**src/rtl/derb_pkg.sv**
```systemverilog
// Package: shared types and constants for the double-ended ring buffer.
`timescale 1ns / 1ps
`default_nettype none
package derb_pkg;

    localparam int DEPTH_DEF = 16;
    localparam int CAP_W     = 5;
    localparam int DATA_W    = 8;
    localparam int POS_W     = 4;
    localparam logic [CAP_W-1:0] CAP_RESET = 5'd16;

    typedef enum logic [2:0] {
        CMD_PUSH_BACK  = 3'd0,
        CMD_PUSH_FRONT = 3'd1,
        CMD_POP_BACK   = 3'd2,
        CMD_POP_FRONT  = 3'd3,
        CMD_READ       = 3'd4,
        CMD_CLEAR      = 3'd5
    } t_cmd;

    typedef enum logic [1:0] {
        ST_OK    = 2'd0,
        ST_EMPTY = 2'd1,
        ST_INDEX = 2'd2,
        ST_ZERO  = 2'd3
    } t_status;

    typedef enum logic {
        S_IDLE = 1'b0,
        S_WAIT = 1'b1
    } t_state;

    typedef struct packed {
        t_cmd              cmd;
        logic [DATA_W-1:0] data;
        logic [POS_W-1:0]  pos;
    } t_req;

    typedef struct packed {
        t_status          status;
        logic [CAP_W-1:0] fill;
        logic             ovw;
        logic             use_data;
    } t_resp;

endpackage
`default_nettype wire

```
**src/rtl/derb_engine.sv**
```systemverilog
// Ring pointers, fill count and cell memory; decodes and executes one command per accept.
`timescale 1ns / 1ps
`default_nettype none
module derb_engine #(
    parameter int DEPTH = derb_pkg::DEPTH_DEF
) (
    input  wire logic                        i_clk,
    input  wire logic                        i_rst_n,
    input  wire logic                        i_cfg_wr,
    input  wire logic [derb_pkg::CAP_W-1:0]  i_capacity,
    input  wire logic                        i_accept,
    input  wire derb_pkg::t_req              i_req,
    output derb_pkg::t_resp                  o_resp,
    output logic [derb_pkg::DATA_W-1:0]      o_rd_data
);
    import derb_pkg::*;

    localparam int PW = $clog2(DEPTH);
    localparam int SW = ((PW > CAP_W) ? PW : CAP_W) + 1;

    logic [DATA_W-1:0] r_mem [DEPTH];
    logic [DATA_W-1:0] r_rd_data;
    logic [PW-1:0]     r_front, r_back;
    logic [CAP_W-1:0]  r_count;
    logic [PW-1:0]     n_front, n_back;
    logic [CAP_W-1:0]  n_count;

    logic [CAP_W-1:0]  cap_c;
    logic [SW-1:0]     cap_s, front_s, back_s, sum_s;
    logic              full;
    logic              mem_we, mem_re;
    logic [PW-1:0]     waddr, raddr;

    function automatic logic [SW-1:0] f_inc(input logic [SW-1:0] p, input logic [SW-1:0] c);
        logic [SW-1:0] s;
        s = p + SW'(1);
        return (s >= c) ? '0 : s;
    endfunction

    function automatic logic [SW-1:0] f_dec(input logic [SW-1:0] p, input logic [SW-1:0] c);
        return (p == '0 || p >= c) ? c - SW'(1) : p - SW'(1);
    endfunction

    always_comb begin
        cap_c   = (32'(i_capacity) > 32'(DEPTH)) ? CAP_W'(DEPTH) : i_capacity;
        cap_s   = SW'(cap_c);
        front_s = SW'(r_front);
        back_s  = SW'(r_back);
        full    = (SW'(r_count) >= cap_s);
        sum_s   = front_s + SW'(i_req.pos);
        if (sum_s >= cap_s) begin
            sum_s = sum_s - cap_s;
        end

        n_front = r_front;
        n_back  = r_back;
        n_count = r_count;
        mem_we  = 1'b0;
        mem_re  = 1'b0;
        waddr   = r_back;
        raddr   = r_back;
        o_resp.status   = ST_OK;
        o_resp.ovw      = 1'b0;
        o_resp.use_data = 1'b0;

        unique case (i_req.cmd)
            CMD_PUSH_BACK: begin
                if (cap_c == '0) begin
                    o_resp.status = ST_ZERO;
                end else begin
                    n_back = (r_count != '0) ? PW'(f_inc(back_s, cap_s)) : r_back;
                    mem_we = 1'b1;
                    waddr  = n_back;
                    if (full) begin
                        n_front    = PW'(f_inc(front_s, cap_s));
                        o_resp.ovw = 1'b1;
                    end else begin
                        n_count = r_count + CAP_W'(1);
                    end
                end
            end
            CMD_PUSH_FRONT: begin
                if (cap_c == '0) begin
                    o_resp.status = ST_ZERO;
                end else begin
                    n_front = (r_count != '0) ? PW'(f_dec(front_s, cap_s)) : r_front;
                    mem_we  = 1'b1;
                    waddr   = n_front;
                    if (full) begin
                        n_back     = PW'(f_dec(back_s, cap_s));
                        o_resp.ovw = 1'b1;
                    end else begin
                        n_count = r_count + CAP_W'(1);
                    end
                end
            end
            CMD_POP_BACK: begin
                if (r_count == '0) begin
                    o_resp.status = ST_EMPTY;
                end else begin
                    mem_re          = 1'b1;
                    raddr           = r_back;
                    o_resp.use_data = 1'b1;
                    n_count         = r_count - CAP_W'(1);
                    n_back = (n_count == '0) ? r_front : PW'(f_dec(back_s, cap_s));
                end
            end
            CMD_POP_FRONT: begin
                if (r_count == '0) begin
                    o_resp.status = ST_EMPTY;
                end else begin
                    mem_re          = 1'b1;
                    raddr           = r_front;
                    o_resp.use_data = 1'b1;
                    n_count         = r_count - CAP_W'(1);
                    n_front = (n_count == '0) ? r_back : PW'(f_inc(front_s, cap_s));
                end
            end
            CMD_READ: begin
                if (SW'(i_req.pos) >= SW'(r_count)) begin
                    o_resp.status = ST_INDEX;
                end else begin
                    mem_re          = 1'b1;
                    raddr           = PW'(sum_s);
                    o_resp.use_data = 1'b1;
                end
            end
            CMD_CLEAR: begin
                n_count = '0;
                n_back  = r_front;
            end
            default: begin
            end
        endcase
        o_resp.fill = n_count;
    end

    always_ff @(posedge i_clk) begin
        if (!i_rst_n) begin
            r_front <= '0;
            r_back  <= '0;
            r_count <= '0;
        end else if (i_cfg_wr) begin
            r_front <= '0;
            r_back  <= '0;
            r_count <= '0;
        end else if (i_accept) begin
            r_front <= n_front;
            r_back  <= n_back;
            r_count <= n_count;
        end
    end

    always_ff @(posedge i_clk) begin
        if (i_accept && mem_we) begin
            r_mem[waddr] <= i_req.data;
        end
        if (i_accept && mem_re) begin
            r_rd_data <= r_mem[raddr];
        end
    end

    assign o_rd_data = r_rd_data;

endmodule
`default_nettype wire

```
**src/rtl/double_ended_ring_buffer_top.sv**
```systemverilog
// Top level: stream ports, APB capacity register, result register and command sequencing.
// A result is held as pending on accept, then moves to the output register once it is free.
// Throughput: one command per cycle while the result side takes every word;
//   a command waits only while the previous result is stuck in the output register.
// The cell memory is read at the accepting edge; the output register then loads once it is free.
// Reset (synchronous, active low) empties the buffer and sets capacity to 16.
`timescale 1ns / 1ps
`default_nettype none
module double_ended_ring_buffer_top #(
    parameter int DEPTH = derb_pkg::DEPTH_DEF
) (
    input  wire logic        i_clk,
    input  wire logic        i_rst_n,
    // APB configuration
    input  wire logic        i_psel,
    input  wire logic        i_penable,
    input  wire logic        i_pwrite,
    input  wire logic [2:0]  i_paddr,
    input  wire logic [31:0] i_pwdata,
    output logic      [31:0] o_prdata,
    output logic             o_pready,
    // command words
    input  wire logic        i_s_tvalid,
    output logic             o_s_tready,
    input  wire logic [15:0] i_s_tdata,  // command[2:0], data_in[10:3], position[14:11]
    // result words
    output logic             o_m_tvalid,
    input  wire logic        i_m_tready,
    output logic      [15:0] o_m_tdata   // data_out[7:0], status[9:8], fill_count[14:10],
                                         // overwrote[15]
);
    import derb_pkg::*;

    logic [CAP_W-1:0]  r_cap;
    t_state            r_state, n_state;
    t_req              req;
    t_resp             resp;
    t_resp             r_p_resp;
    logic [DATA_W-1:0] rd_data;
    logic              r_m_valid;
    logic [15:0]       r_m_data;
    logic              cfg_wr, accept, out_free, load_out;
    logic [DATA_W-1:0] out_byte;

    assign o_pready = 1'b1;
    assign cfg_wr   = i_psel && i_penable && i_pwrite && (i_paddr[2] == 1'b0);
    assign o_prdata = (i_paddr[2] == 1'b0) ? {{(32-CAP_W){1'b0}}, r_cap} : 32'd0;

    always_ff @(posedge i_clk) begin
        if (!i_rst_n) begin
            r_cap <= CAP_RESET;
        end else if (cfg_wr) begin
            r_cap <= i_pwdata[CAP_W-1:0];
        end
    end

    assign req.cmd  = t_cmd'(i_s_tdata[2:0]);
    assign req.data = i_s_tdata[10:3];
    assign req.pos  = i_s_tdata[14:11];

    derb_engine #(
        .DEPTH (DEPTH)
    ) u_engine (
        .i_clk      (i_clk),
        .i_rst_n    (i_rst_n),
        .i_cfg_wr   (cfg_wr),
        .i_capacity (r_cap),
        .i_accept   (accept),
        .i_req      (req),
        .o_resp     (resp),
        .o_rd_data  (rd_data)
    );

    always_comb begin
        out_free   = !r_m_valid || i_m_tready;
        load_out   = (r_state == S_WAIT) && out_free;
        o_s_tready = (r_state == S_IDLE) || out_free;
        accept     = i_s_tvalid && o_s_tready;
        n_state    = r_state;
        unique case (r_state)
            S_IDLE: begin
                n_state = accept ? S_WAIT : S_IDLE;
            end
            S_WAIT: begin
                if (load_out) begin
                    n_state = accept ? S_WAIT : S_IDLE;
                end
            end
            default: n_state = S_IDLE;
        endcase
    end

    always_ff @(posedge i_clk) begin
        if (!i_rst_n) begin
            r_state   <= S_IDLE;
            r_m_valid <= 1'b0;
        end else begin
            r_state <= n_state;
            if (load_out) begin
                r_m_valid <= 1'b1;
            end else if (i_m_tready) begin
                r_m_valid <= 1'b0;
            end
        end
    end

    assign out_byte = r_p_resp.use_data ? rd_data : '0;

    always_ff @(posedge i_clk) begin
        if (accept) begin
            r_p_resp <= resp;
        end
        if (load_out) begin
            r_m_data <= {r_p_resp.ovw, r_p_resp.fill, r_p_resp.status, out_byte};
        end
    end

    assign o_m_tvalid = r_m_valid;
    assign o_m_tdata  = r_m_data;

`ifndef NO_ASSERTIONS
    a_err_no_data: assert property (@(posedge i_clk) disable iff (!i_rst_n)
        (o_m_tvalid && o_m_tdata[9:8] != ST_OK) |-> (o_m_tdata[7:0] == 8'd0))
        else $error("error result carries data");

    a_ovw_ok: assert property (@(posedge i_clk) disable iff (!i_rst_n)
        (o_m_tvalid && o_m_tdata[15]) |-> (o_m_tdata[9:8] == ST_OK))
        else $error("overwrite flagged on failed command");

    a_zero_cap_empty: assert property (@(posedge i_clk) disable iff (!i_rst_n)
        (o_m_tvalid && o_m_tdata[9:8] == ST_ZERO) |-> (o_m_tdata[14:10] == 5'd0))
        else $error("zero capacity with nonzero fill");

    a_accept_wait: assert property (@(posedge i_clk) disable iff (!i_rst_n)
        accept |=> (r_state == S_WAIT))
        else $error("accepted word not pending");
`endif

endmodule
`default_nettype wire

```
**config.mk**
```make
export PLATFORM = sky130hd
export DESIGN_NAME = double_ended_ring_buffer_top
export DESIGN_NICKNAME = d
export VERILOG_FILES = /design/src/rtl/derb_pkg.sv /design/src/rtl/derb_engine.sv /design/src/rtl/double_ended_ring_buffer_top.sv
export SDC_FILE = /design/constraint.sdc
export NUM_CORES = 1
export LEC_CHECK = 0
export BUFFER_PORTS_ARGS = -buffer_cell sky130_fd_sc_hd__clkbuf_2
export CAP_MARGIN = 0
export CORE_ASPECT_RATIO = 0.7
export CORE_MARGIN = 1.5
export CORE_UTILIZATION = 27
export CTS_CLUSTER_DIAMETER = 200
export DETAILED_ROUTE_END_ITERATION = 6
export PLACE_DENSITY_LB_ADDON = 0.15
export SLEW_MARGIN = 20
export SYNTH_ARGS = -nofsm -noshare
export SYNTH_HDL_FRONTEND = slang
export SYNTH_HIERARCHICAL = 1
export SYNTH_SLANG_ARGS = --single-unit
```
**constraint.sdc**
```tcl
create_clock -name i_clk -period 10 [get_ports i_clk]
set_clock_uncertainty 0.2 [all_clocks]
set_input_delay 3 -clock i_clk [delete_from_list [all_inputs] [get_ports i_clk]]
set_output_delay 3 -clock i_clk [all_outputs]
set_load 0.01 [all_outputs]
```
# Word level (Yosys, flattened, before mapping)
# Memory sizes are Yosys's and may differ from the RTL's. A register that Yosys moved wholly into a read port is not among the register bits.
# Cells that the tools add are included.
# op_classes
n_addsub,9
order_cmp,8
eq_ne,11
mux,47
bitwise_logic,4
n_reduce_logical,28
# ops
op,count
$mux 4,20
$mux 5,5
$ge 5x5->1,4
$pmux 4 s2,2
$pmux 4 s4,1
$ge 4x5->1,3
$logic_not 5->1,3
$pmux 5 s3,1
$mux 1,12
$pmux 4 s3,1
$sub 4x1->4 const B,3
$add 4x1->5 const B,2
$logic_not 4->1,2
$ne 2x2->1 const B,4
$reduce_or 2->1,4
$logic_and 1x1->1,7
$eq 3x2->1 const B,2
$eq 3x3->1 const B,2
$pmux 2 s3,1
$reduce_and 6->1,1
$add 4x4->5,1
$add 5x1->5 const B,1
$gt 5x5->1 const B,1
$reduce_and 5->1,1
14 further kinds,23
# word_totals
reg_bits,45
ram_bits,128
input_bits,58
output_inout_bits,51
wordCells,120
n_memories,1
# memory_table
memory,words,word_bits,read_ports,rd_clocked_by_memory_dff,wr,line,source
u_engine.r_mem,16,8,1,1,1,derb_engine.sv:21,logic [DATA_W-1:0] r_mem [DEPTH];

# Longest topological paths before layout
# Gate-level depths: netlist of run 1.
# logic_depth
word_depth,8
mapped_depth,16
ltp_nobuf,13

# Modules after synthesis
# Netlist of run 1, hierarchy kept.
# modules_own_cells
mod,n_inst,cells_each,area_per_inst_um2,seq_area_each_um2
derb_engine,1,673,8241.7,4344.2
double_ended_ring_buffer_top,1,100,1365.1,890.9

# Worst setup path after synthesis of run 1
# OpenSTA, ideal clock, no wires.
# synth_path
path_kind,input to output
start,input port i_paddr[2]
end,output port o_prdata[0]
arrival_time_ps,3212
required_ps,6800
slack_ps,3588
stages,1
path_buffers,0
cell_sequence,and2b_2
# synth_via
elab_chain_len,1
# synth_rtl
element,line,source
from (decl),double_ended_ring_buffer_top.sv:18,"input wire logic [2:0] i_paddr,"
$mux 5,double_ended_ring_buffer_top.sv:47,"assign o_prdata = (i_paddr[2] == 1'b0) ? {{(32-CAP_W){1'b0}}, r_cap} : 32'd0;"
to (decl),double_ended_ring_buffer_top.sv:20,"output logic [31:0] o_prdata,"
# Every way passes these cells.

# Worst setup path after layout of run 1
# layout_path
start,input port i_s_tdata[11]
end,"register u_engine.r_rd_data[3], in the netlist u_engine/o_rd_data[3] (read register of u_engine.r_mem) (data pin)"
# layout_via
elab_chain_len,5
word_cells_on_any_way,10
classes_between,2 x add/sub; 2 x order compare; 5 x mux; 1 x reduce/logical
# layout_rtl
element,line,source
from (decl),double_ended_ring_buffer_top.sv:25,"input wire logic [15:0] i_s_tdata,"
$add 4x4->5,derb_engine.sv:50,sum_s = front_s + SW'(i_req.pos);
$sub 4x4->4 or $ge 5x5->1 (tied branches),"derb_engine.sv:52, derb_engine.sv:51",
$mux 4,derb_engine.sv:51,if (sum_s >= cap_s) begin
$mux 4,derb_engine.sv:120,if (SW'(i_req.pos) >= SW'(r_count)) begin
$pmux 4 s2,derb_engine.sv:66,unique case (i_req.cmd)
to (decl),derb_engine.sv:22,logic [DATA_W-1:0] r_rd_data;
# Several ways; a longest one is shown, not always the timed one.
# A chain may end at the register's enable or synchronous reset.

==> metrics.log, run 1 <==
[metrics] number of standard cells in the layout, taps in and fillers out: 1,317
[metrics] Setup Fix Bufs, Post-CTS: 0
[metrics] number of buffers inserted during clock tree synthesis: 17
[metrics] worst max-slew margin expressed relative to the limit: 23.8%
[metrics] CTS clock-pin slew for the worst setup and hold paths: 0.07 ns
[metrics] slew of the pin with the lowest slew margin: approximately 1.1 ns
[metrics] detailed placement HPWL: 17,800 um
[metrics] delay of the slowest cell on the worst path: 0.56 ns
[metrics] drt total wl: 24,700 um
[metrics] CTS tree: yes
[metrics] cell family with the largest share of critical-path delay: compound AO/OA/AOI/OAI gates
[metrics] Min-Delay Path Depth: 0
[metrics] Post-Synthesis Cell Area: 9610 um2
[metrics] TritonCTS sink count: 181
[metrics] run status: completed
[metrics] routing usage on met2: 18.9%
[metrics] worst reg-to-reg path cell count: 14
[metrics] top cell type's share of synthesized area: 50.3%
[metrics] Power Density: 154 nW/um2
[metrics] maximum resistive drop on vdd: 115 uV
[metrics] layout cell share with drive strength beyond 1: between 10% and 20%
[metrics] Final Max Slew Viols: 0
[metrics] kind of critical path: in -> reg
[metrics] gr busiest metal: met1
[metrics] number of nets in the layout: 937
[metrics] dominant synthesized flop cell: sky130_fd_sc_hd__edfxtp_1
[metrics] IO Pins: between 100 and 150
[metrics] most area-consuming cells after synthesis: sky130_fd_sc_hd__edfxtp_1, sky130_fd_sc_hd__mux2i_1, sky130_fd_sc_hd__ha_1
[metrics] effective utilization at floorplan: 27.5%
[metrics] count of fill cells added during filler insertion: 3,470
[metrics] GRT met1 Usage: between 20% and 30%
[metrics] Post-Route Utilization: 31.6%
[metrics] min setup slack post-route: a little under 3 ns
[metrics] vias per std cell: ~4.7
[metrics] proportion of synthesized chip area in sequential cells: a little over half
[metrics] number of cells upsized or downsized after cts: 0
[metrics] setup repair after global routing missed its margin: no
[metrics] highest attainable clock frequency: ~140 MHz
[metrics] insertion delay of the later-clocked pin in the worst-skew pair: 0.44 ns
[metrics] cell-by-cell trace of the critical path: clkbuf_2 -> ha_1 -> fa_1 -> a21o_1 -> a21o_1 -> ha_1 -> a21o_1 -> a211oi_1 -> o211ai_1 -> mux2i_4 -> buf_12 -> mux2i_1 -> mux2i_1 -> a22oi_1 -> nand2_1
[metrics] average cell area after synthesis: 12.4 um2
[metrics] ANT cells: 0
[metrics] final instance area: 11,000 um2
[metrics] count of H-tree levels built during CTS: 4
[metrics] total DRC errors in the routed layout: 0
[metrics] Netlist cell types: 68
[metrics] Min Hold Slack: 0.222 ns
[metrics] cell type with the largest total area after synthesis: sky130_fd_sc_hd__edfxtp_1
[metrics] pin count of the biggest net entering global routing: 44
[metrics] Die Y: between 150 and 200 um
[metrics] GR met3 Demand/Resource: 3.04%
[metrics] most frequent cells in the layout: sky130_fd_sc_hd__edfxtp_1, sky130_fd_sc_hd__mux2i_1, sky130_fd_sc_hd__clkbuf_2
[metrics] Port Buffer Count: 50
[metrics] initial antenna violation count: 0
[metrics] final hold viol count: 0
[metrics] Post-synth EDFFs: 161
[metrics] signed area change from the synthesized netlist to the final layout: 14.8%
[metrics] crit path launch type: input pin
[metrics] Crit-path slowest cell: sky130_fd_sc_hd__mux2i_4
[metrics] accumulated negative setup slack: 0 ns
[metrics] register bit count reported by yosys: between 150 and 200
[metrics] Worst Setup Slack post-DPL: 2.52 ns
[metrics] violation count after the first detailed-routing iteration: 450
[metrics] dpl cell area: between 10,000 and 15,000 um2
[metrics] most prevalent standard cell on the critical path: sky130_fd_sc_hd__a21o_1
[metrics] time the final worst path needs with I/O delays and setup: around 7 ns
[metrics] path category of the worst min-delay check: reg -> reg
[metrics] worst path required time: 9.95 ns
[metrics] overall die area: 36,700 um2
[metrics] logic depth of the worst path, buffers included: 15
[metrics] Setup-failing EPs final: 0
[metrics] post-placement cell count: 1,285
[metrics] Routed WL per cell: 18.7 um
[metrics] period utilization: 70.3%
[metrics] synth warn: 6
[metrics] static leakage power: about 4.1 nW
[metrics] core area: 34,900 um2
[metrics] leading cell type in the layout, fill and taps excluded: sky130_fd_sc_hd__edfxtp_1
[metrics] CTS root buf: sky130_fd_sc_hd__clkbuf_16
[metrics] CTS hold repair buffers: 0
[metrics] Data arrival, critical path: 6.97 ns
[metrics] share of flip-flops with an asynchronous set or reset: 0%
[metrics] wire length of the first global-routing pass: 37,800 um
[metrics] total vias in the final route: 6,241
[metrics] floorplan die width: 228 um
[metrics] number of rows created at floorplan: 57
[metrics] final weighted congestion in routability-driven placement: 0.820
[metrics] critical-path maximum fanout: 43
[metrics] overall power after layout: 1.70 mW
[metrics] global route total overflow: 0
[metrics] GRT Total Usage: 13.8%
[metrics] synthesized netlist cell count: 773
[metrics] vias in the first global route: 5,956
[metrics] TritonRoute pass-1 iters: 5
[metrics] Worst Setup End Kind: flop
[metrics] # Max-Cap Violations: 0
[metrics] count of buffer and inverter cells on the critical path: 2
[metrics] Antenna Violating Nets Remaining: 0
[metrics] worst-case clock buffer depth: 2
layer usage:
metal | vias to the layer above | wire length [um]
li1 | 3014 | -
met1 | 3085 | 13600
met2 | 125 | 9800
met3 | 17 | 1010
met4 | 0 | 230
met5 | - | 0
sequential cells by signal, indices dropped and copies added, names as in the netlist:
signal and flops:
r_p_resp 9, u_engine/r_mem 128, u_engine/r_back 4, o_m_tvalid 1
u_engine/o_rd_data 8, u_engine/r_count 5, o_m_tdata 16, u_engine/r_front 4
r_state 1, r_cap 5
Yosys cell counts (6+ instances only):
cell type and number:
sky130_fd_sc_hd__a21o_1 15, sky130_fd_sc_hd__a21oi_1 31, sky130_fd_sc_hd__a221oi_1 8, sky130_fd_sc_hd__a22oi_1 19, sky130_fd_sc_hd__a31oi_1 9, sky130_fd_sc_hd__and2_1 12, sky130_fd_sc_hd__buf_4 29, sky130_fd_sc_hd__buf_6 8
sky130_fd_sc_hd__clkbuf_1 13, sky130_fd_sc_hd__dfxtp_1 20, sky130_fd_sc_hd__edfxtp_1 161, sky130_fd_sc_hd__ha_1 45, sky130_fd_sc_hd__inv_1 20, sky130_fd_sc_hd__mux2i_1 109, sky130_fd_sc_hd__nand2_1 48, sky130_fd_sc_hd__nand2b_1 10
sky130_fd_sc_hd__nand3_1 13, sky130_fd_sc_hd__nor2_1 33, sky130_fd_sc_hd__nor2b_1 15, sky130_fd_sc_hd__nor3_1 7, sky130_fd_sc_hd__nor4_1 17, sky130_fd_sc_hd__o21a_1 7, sky130_fd_sc_hd__o21ai_0 24, sky130_fd_sc_hd__or3_1 6
sky130_fd_sc_hd__xnor2_1 7
where the power goes:
group | internal (mW) | total, mW | switching (mW)
combinational | 0.0828 | 0.227 | 0.144
clock | 0.334 | 0.622 | 0.289
sequential | 0.839 | 0.852 | 0.0134
final cells by class:
type | count | area, um2 | area share, %
clock buffers | 22 | 464 | 4.21
clock inverters | 10 | 73.8 | 0.670
inverters | 22 | 82.6 | 0.749
multi-input cells | 538 | 4130 | 37.5
flip-flops and latches | 181 | 5240 | 47.5
well taps | 472 | 591 | 5.36
repair buffers | 72 | 448 | 4.06
kinds of logic after synthesis:
group	share of synthesized area, %
simple gates	10.2
flops	54.5
xor+xnor	1.09
buf+inv	5.04
other cells	0.0782
fa+ha+maj	6.28
mux	11.6
compound gates	11.2
final timing paths:
kind              slack, ns                             start                               to
setup reg to reg       5.16  u_engine/r_front[0]$_SDFFE_PP0P_  u_engine/o_rd_data[3]$_DFFE_PP_
hold / removal         0.22             r_p_resp[5]$_DFFE_PP_          o_m_tdata[13]$_DFFE_PP_
hold reg to reg        0.22             r_p_resp[5]$_DFFE_PP_          o_m_tdata[13]$_DFFE_PP_
setup / recovery       2.97                     i_s_tdata[11]  u_engine/o_rd_data[3]$_DFFE_PP_
(Power assumes the default switching activity.)
==> run 2, diff against run 1 <==
Clock period 10 ns to 6.4 ns, I/O delays scaled along.
==> metrics.log, run 2 (synthesized netlist as in run 1, its figures left out) <==
[metrics] run status: completed
[metrics] CTS clock-pin slew for the worst setup and hold paths: 0.07 ns (about the same)
[metrics] CTS tree: yes
[metrics] crit path launch type: input pin
[metrics] highest attainable clock frequency: 177 MHz
[metrics] worst reg-to-reg path cell count: 13 (-1)
[metrics] effective utilization at floorplan: 27.5% (unchanged)
[metrics] floorplan die width: 228 um (unchanged)
[metrics] relative contribution of sequential cells to total power: 48.3% (-1.8 points)
[metrics] Die Y: 161 um (unchanged)
[metrics] total vias in the final route: 6,237 (-0.064%)
[metrics] Switch Pwr: 0.741 mW (+66%)
[metrics] overall die area: 36,700 um2 (unchanged)
[metrics] ANT cells: 0 (unchanged)
[metrics] number of cells upsized or downsized after cts: 0 (unchanged)
[metrics] number of rows created at floorplan: 57 (unchanged)
[metrics] Critical R2R Capture: u_engine/o_rd_data[3]$_DFFE_PP_
[metrics] Worst Setup Slack post-DPL: 0.311 ns (-2.21 ns)
[metrics] drt total wl: 25,100 um (+1.7%)
[metrics] final hold viol count: 0 (unchanged)
[metrics] fraction of power spent switching nets: 26.9% (+0.65 points)
[metrics] Port Buffer Count: 50 (unchanged)
[metrics] vias in the first global route: 5,886 (-1.2%)
[metrics] vias per std cell: 4.70 (-0.82%)
[metrics] CTS root buf: sky130_fd_sc_hd__clkbuf_16
[metrics] Hold Path Origin: r_p_resp[3]$_DFFE_PP_
[metrics] Antenna Violating Nets Remaining: 0 (unchanged)
[metrics] internal power summed over all cells: 2.01 mW (+60%)
[metrics] Crit-path slowest cell: sky130_fd_sc_hd__a21oi_4
[metrics] worst path required time: 6.36 ns (-3.59 ns)
[metrics] violation count after the first detailed-routing iteration: 462 (+2.7%)
[metrics] Most flops, register: u_engine/r_mem
[metrics] flip-flop count of the largest register, all copies and words added: 128 (unchanged)
[metrics] static leakage power: 4.14 nW (+2.0%)
[metrics] part of the total power dissipated in combinational logic: 13.1% (-0.2 points)
[metrics] Setup Fix Bufs, Post-CTS: 0 (unchanged)
[metrics] # Max-Cap Violations: 0 (unchanged)
[metrics] global route total overflow: 0 (unchanged)
[metrics] FF-to-FF setup slack: 1.82 ns (-3.34 ns)
[metrics] Post-Route Utilization: 31.9% (+0.32 points)
[metrics] wire length of the first global-routing pass: 38,200 um (+1.3%)
[metrics] time the final worst path needs with I/O delays and setup: 5.65 ns
[metrics] period utilization: between 80% and 90%
[metrics] Clk network pwr share: 38.6% (+2.0 points)
[metrics] critical-path maximum fanout: 20 (-53%)
[metrics] Final Max Slew Viols: 0 (unchanged)
[metrics] layout cell share with drive strength beyond 1: 17.4% (+1.1 points)
[metrics] cell family with the largest share of critical-path delay: compound AO/OA/AOI/OAI gates
[metrics] Data arrival, critical path: 5.61 ns (-1.36 ns)
[metrics] path category of the worst min-delay check: reg -> reg
[metrics] min setup slack post-route: 0.745 ns (-2.23 ns)
[metrics] signed area change from the synthesized netlist to the final layout: 15.9%
[metrics] pin count of the biggest net entering global routing: 27 (-39%)
[metrics] TritonRoute pass-1 iters: 5 (unchanged)
[metrics] Min-Delay Path Depth: 0 (unchanged)
[metrics] GRT Total Usage: 14.0% (+0.18 points)
[metrics] kind of critical path: in -> reg
[metrics] worst-case clock buffer depth: 2 (unchanged)
[metrics] detailed placement HPWL: 18,000 um (+1.5%)
[metrics] Setup-failing EPs final: 0 (unchanged)
[metrics] worst max-slew margin expressed relative to the limit: 28.7% (+4.9 points)
[metrics] count of fill cells added during filler insertion: 3,502 (+0.92%)
[metrics] number of buffers inserted during clock tree synthesis: 17 (unchanged)
[metrics] worst hold endpoint: o_m_tdata[11]$_DFFE_PP_
[metrics] TritonCTS sink count: 181 (unchanged)
[metrics] number of nets in the layout: 947 (+1.1%)
[metrics] Reg2Reg Launch Point: u_engine/r_front[0]$_SDFFE_PP0P_
[metrics] Routed WL per cell: 18.9 um (+0.95%)
[metrics] initial antenna violation count: 0 (unchanged)
[metrics] IO Pins: 109 (unchanged)
[metrics] slew of the pin with the lowest slew margin: 1.07 ns (-0.0737 ns)
[metrics] count of buffer and inverter cells on the critical path: 2 (unchanged)
[metrics] setup repair after global routing missed its margin: no
[metrics] Power Density: 247 nW/um2 (+60%)
[metrics] accumulated negative setup slack: 0 ns (unchanged)
[metrics] leading cell type in the layout, fill and taps excluded: sky130_fd_sc_hd__edfxtp_1
[metrics] total DRC errors in the routed layout: 0 (unchanged)
[metrics] core area: 34,900 um2 (unchanged)
[metrics] delay of the slowest cell on the worst path: 0.59 ns (+0.03 ns)
[metrics] CTS hold repair buffers: 0 (unchanged)
[metrics] cell-by-cell trace of the critical path: clkbuf_2 -> ha_1 -> fa_1 -> xor2_1 -> ha_1 -> a21oi_1 -> o21ai_0 -> a31oi_1 -> mux2i_1 -> a21oi_4 -> buf_12 -> mux2i_1 -> a22oi_1 -> nand2_1
[metrics] maximum resistive drop on vdd: 189 uV (+65%)
[metrics] count of H-tree levels built during CTS: 4 (unchanged)
[metrics] insertion delay of the later-clocked pin in the worst-skew pair: 0.44 ns (about the same)
[metrics] final weighted congestion in routability-driven placement: 0.811 (-1.0%)
[metrics] most frequent cells in the layout: sky130_fd_sc_hd__edfxtp_1, sky130_fd_sc_hd__mux2i_1, sky130_fd_sc_hd__clkbuf_2
[metrics] Worst Setup End Kind: flop
-- run 2: cell count changes in the layout (fill, tap and decap cells not counted), moves of 2 or more --
| cell | previous run | this run |
|---|---|---|
| sky130_fd_sc_hd__buf_4 | 20 | 29 |
| sky130_fd_sc_hd__buf_12 | 1 | 3 |
| sky130_fd_sc_hd__clkbuf_16 | 17 | 19 |
| sky130_fd_sc_hd__clkinv_2 | 3 | 0 |
| sky130_fd_sc_hd__clkbuf_1 | 3 | 1 |
| sky130_fd_sc_hd__inv_8 | 1 | 4 |
| sky130_fd_sc_hd__nor4_4 | 2 | 0 |
| sky130_fd_sc_hd__nor4_2 | 14 | 16 |
-- run 2: worst max path at each step --
stage	depth (start not counted)	from	end
2_1_floorplan	16	i_s_tdata[11]	u_engine/o_rd_data[3]$_DFFE_PP_
3_3_place_gp	14	i_s_tdata[11]	u_engine/o_rd_data[3]$_DFFE_PP_
3_5_place_dp	14	i_s_tdata[11]	u_engine/o_rd_data[3]$_DFFE_PP_
4_1_cts	14	i_s_tdata[11]	u_engine/o_rd_data[3]$_DFFE_PP_
5_1_grt	14	i_s_tdata[11]	u_engine/o_rd_data[6]$_DFFE_PP_
6_report	14	i_s_tdata[11]	u_engine/o_rd_data[3]$_DFFE_PP_
-- run 2: metal layers --
metal / wire, um / vias up / global-route usage [%]
met5: 0 / - / 0
met4: 209 / 0 / 3.31
met3: 933 / 14 / 2.56
met2: 10100 / 137 / 19.0
met1: 13800 / 3055 / 22.4
li1: - / 3031 / -
-- run 2: through the flow --
stage / instance area, um2 / hold slack [ns] / cells / total power, mW
floorplan: 9700 / 0.200 / 799 / 1.60
finish: 11100 / 0.220 / 1327 / 2.75
detailed placement: 10500 / 0.205 / 1295 / 1.72
CTS: 11100 / 0.224 / 1327 / 2.79
global route: 11100 / 0.228 / 1327 / 2.87
global placement: 10500 / 0.204 / 1295 / 1.72
-- run 2: area by class of cell --
cell class / count / area, um2 / share of cell area, %
sequential: 181 / 5240 / 47.0
tap: 472 / 591 / 5.30
clock inverter: 11 / 98.8 / 0.888
multi-input combinational: 538 / 4110 / 36.9
clock buffer: 21 / 493 / 4.43
inverter: 22 / 82.6 / 0.741
timing repair buffer: 82 / 528 / 4.74
-- run 2: power groups by stage --
stage	Sequential [mW]	Combinational, mW	Clock [mW]
final	1.33	0.361	1.06
after global routing	1.33	0.395	1.14
after CTS	1.33	0.361	1.09
after detailed placement	1.36	0.360	0
after global placement	1.36	0.359	0
after floorplan	1.35	0.252	0
==> run 3, diff against run 2 <==
==> constraint.sdc (replaced) <==
create_clock -name i_clk -period 6.4 [get_ports i_clk]
set_clock_uncertainty 0.2 [all_clocks]
set_input_delay 0.64 -clock i_clk [delete_from_list [all_inputs] [get_ports i_clk]]
set_output_delay 0.64 -clock i_clk [all_outputs]
set_load 0.01 [all_outputs]
==> metrics.log, run 3 (synthesized netlist as in run 1, its figures left out) <==
[metrics] overall die area: 36,700 um2 (unchanged)
[metrics] kind of critical path: reg -> reg
[metrics] count of fill cells added during filler insertion: 3,506 (+0.11%)
[metrics] leading cell type in the layout, fill and taps excluded: sky130_fd_sc_hd__edfxtp_1
[metrics] Antenna Violating Nets Remaining: 0 (unchanged)
[metrics] worst path required time: 6.36 ns (about the same)
[metrics] slew of the pin with the lowest slew margin: 1.05 ns (-0.0158 ns)
[metrics] worst-case clock buffer depth: 2 (unchanged)
[metrics] period utilization: 72.1% (-16 points)
[metrics] signed area change from the synthesized netlist to the final layout: 15.3%
[metrics] Final Max Slew Viols: 0 (unchanged)
[metrics] flip-flop count of the largest register, all copies and words added: 128 (unchanged)
[metrics] IO Pins: 109 (unchanged)
[metrics] Routed WL per cell: 18.3 um (-3.2%)
[metrics] count of H-tree levels built during CTS: 4 (unchanged)
[metrics] CTS tree: yes
[metrics] drt total wl: 24,200 um (-3.6%)
[metrics] time the final worst path needs with I/O delays and setup: 4.62 ns (-1.04 ns)
[metrics] floorplan die width: 228 um (unchanged)
[metrics] CTS root buf: sky130_fd_sc_hd__clkbuf_16
[metrics] Die Y: 161 um (unchanged)
[metrics] TritonCTS sink count: 181 (unchanged)
[metrics] number of rows created at floorplan: 57 (unchanged)
[metrics] Most flops, register: u_engine/r_mem
[metrics] CTS clock-pin slew for the worst setup and hold paths: 0.07 ns (about the same)
[metrics] Min Hold Slack: 0.218 ns (-0.00137 ns)
[metrics] Setup Fix Bufs, Post-CTS: 0 (unchanged)
[metrics] Setup-failing EPs final: 0 (unchanged)
[metrics] Worst Setup End Kind: flop
[metrics] total vias in the final route: 6,163 (-1.2%)
[metrics] final weighted congestion in routability-driven placement: 0.823 (+1.5%)
[metrics] worst max-slew margin expressed relative to the limit: 29.8% (+1.1 points)
[metrics] ANT cells: 0 (unchanged)
[metrics] Power Density: 246 nW/um2 (-0.38%)
[metrics] final hold viol count: 0 (unchanged)
[metrics] number of cells upsized or downsized after cts: 0 (unchanged)
[metrics] crit path launch type: flop
[metrics] number of buffers inserted during clock tree synthesis: 17 (unchanged)
[metrics] vias in the first global route: 5,916 (+0.51%)
[metrics] pin count of the biggest net entering global routing: 65 (+140%)
[metrics] initial antenna violation count: 1 (+1)
[metrics] vias per std cell: 4.67 (-0.74%)
[metrics] total DRC errors in the routed layout: 0 (unchanged)
[metrics] global route total overflow: 0 (unchanged)
[metrics] Port Buffer Count: 50 (unchanged)
[metrics] GRT Total Usage: 13.6% (-0.37 points)
[metrics] insertion delay of the later-clocked pin in the worst-skew pair: 0.44 ns (about the same)
[metrics] static leakage power: 4.10 nW (-0.94%)
[metrics] maximum resistive drop on vdd: 184 uV (-2.8%)
[metrics] setup repair after global routing missed its margin: no
[metrics] critical-path maximum fanout: 16 (-20%)
[metrics] Data arrival, critical path: 4.58 ns (-1.03 ns)
[metrics] number of nets in the layout: 941 (-0.63%)
[metrics] # Max-Cap Violations: 0 (unchanged)
[metrics] effective utilization at floorplan: 27.5% (unchanged)
[metrics] accumulated negative setup slack: 0 ns (unchanged)
[metrics] highest attainable clock frequency: 217 MHz (+22%)
[metrics] core area: 34,900 um2 (unchanged)
[metrics] CTS hold repair buffers: 0 (unchanged)
[metrics] path category of the worst min-delay check: reg -> reg
[metrics] most frequent cells in the layout: sky130_fd_sc_hd__edfxtp_1, sky130_fd_sc_hd__mux2i_1, sky130_fd_sc_hd__clkbuf_2
[metrics] wire length of the first global-routing pass: 37,400 um (-2.2%)
[metrics] layout cell share with drive strength beyond 1: 16.8% (-0.58 points)
[metrics] violation count after the first detailed-routing iteration: 429 (-7.1%)
[metrics] TritonRoute pass-1 iters: 5 (unchanged)
[metrics] overall power after layout: 2.73 mW (-0.89%)
[metrics] detailed placement HPWL: 17,600 um (-2.5%)
[metrics] run status: completed
## run 3: final timing paths
check / startpoint / end / slack [ns] / depth (start not counted)
setup / recovery: u_engine/r_front[0]$_SDFFE_PP0P_ / u_engine/o_rd_data[3]$_DFFE_PP_ / 1.78 / 14
hold reg to reg: r_p_resp[6]$_DFFE_PP_ / o_m_tdata[14]$_DFFE_PP_ / 0.22 / 0
hold / removal: r_p_resp[6]$_DFFE_PP_ / o_m_tdata[14]$_DFFE_PP_ / 0.22 / 0
setup reg to reg: u_engine/r_front[0]$_SDFFE_PP0P_ / u_engine/o_rd_data[3]$_DFFE_PP_ / 1.78 / 14
## run 3: through the flow
step                      util, %  setup WS (ns)  cells  area (um2)
after floorplan                 -           2.39    799        9700
after global placement       30.0           1.46   1289       10500
after detailed placement     30.0           1.49   1289       10500
after CTS                    31.8           1.79   1321       11100
after global routing         31.8           1.40   1321       11100
final                        31.8           1.78   1321       11100
## run 3: cell type report
type                       instances  area [um2]  area share, %
sequential                       181        5240           47.3
multi-input combinational        538        4110           37.1
tap                              472         591           5.33
clock buffer                      22         529           4.78
timing repair buffer              76         458           4.13
inverter                          22        82.6          0.745
clock inverter                    10        75.1          0.678
## run 3: report_power, final
part | switching, mW | internal [mW] | total [mW]
logic | 0.223 | 0.128 | 0.351
clock network | 0.453 | 0.596 | 1.05
registers | 0.0193 | 1.31 | 1.33
total | 0.695 | 2.03 | 2.73
## run 3: worst max-delay path, stage by stage (launching register included)
cell and delay (ns):
sky130_fd_sc_hd__dfxtp_1 0.30, sky130_fd_sc_hd__buf_4 0.17, sky130_fd_sc_hd__ha_1 0.21, sky130_fd_sc_hd__fa_1 0.41, sky130_fd_sc_hd__xor2_1 0.25, sky130_fd_sc_hd__ha_1 0.32, sky130_fd_sc_hd__a21oi_1 0.25, sky130_fd_sc_hd__o21ai_0 0.24
sky130_fd_sc_hd__a31oi_1 0.32, sky130_fd_sc_hd__mux2i_1 0.19, sky130_fd_sc_hd__a21oi_4 0.68, sky130_fd_sc_hd__buf_4 0.37, sky130_fd_sc_hd__mux2i_1 0.10, sky130_fd_sc_hd__a22oi_1 0.18, sky130_fd_sc_hd__nand2_1 0.15
## run 3: per-layer routing
layer | vias to the layer above | GRT usage [%] | part of all wire [%]
met1 | 3020 | 21.4 | 55
met5 | - | 0 | 0
met4 | 0 | 3.25 | 0.68
li1 | 3027 | - | -
met2 | 101 | 18.5 | 40
met3 | 15 | 3.11 | 3.6
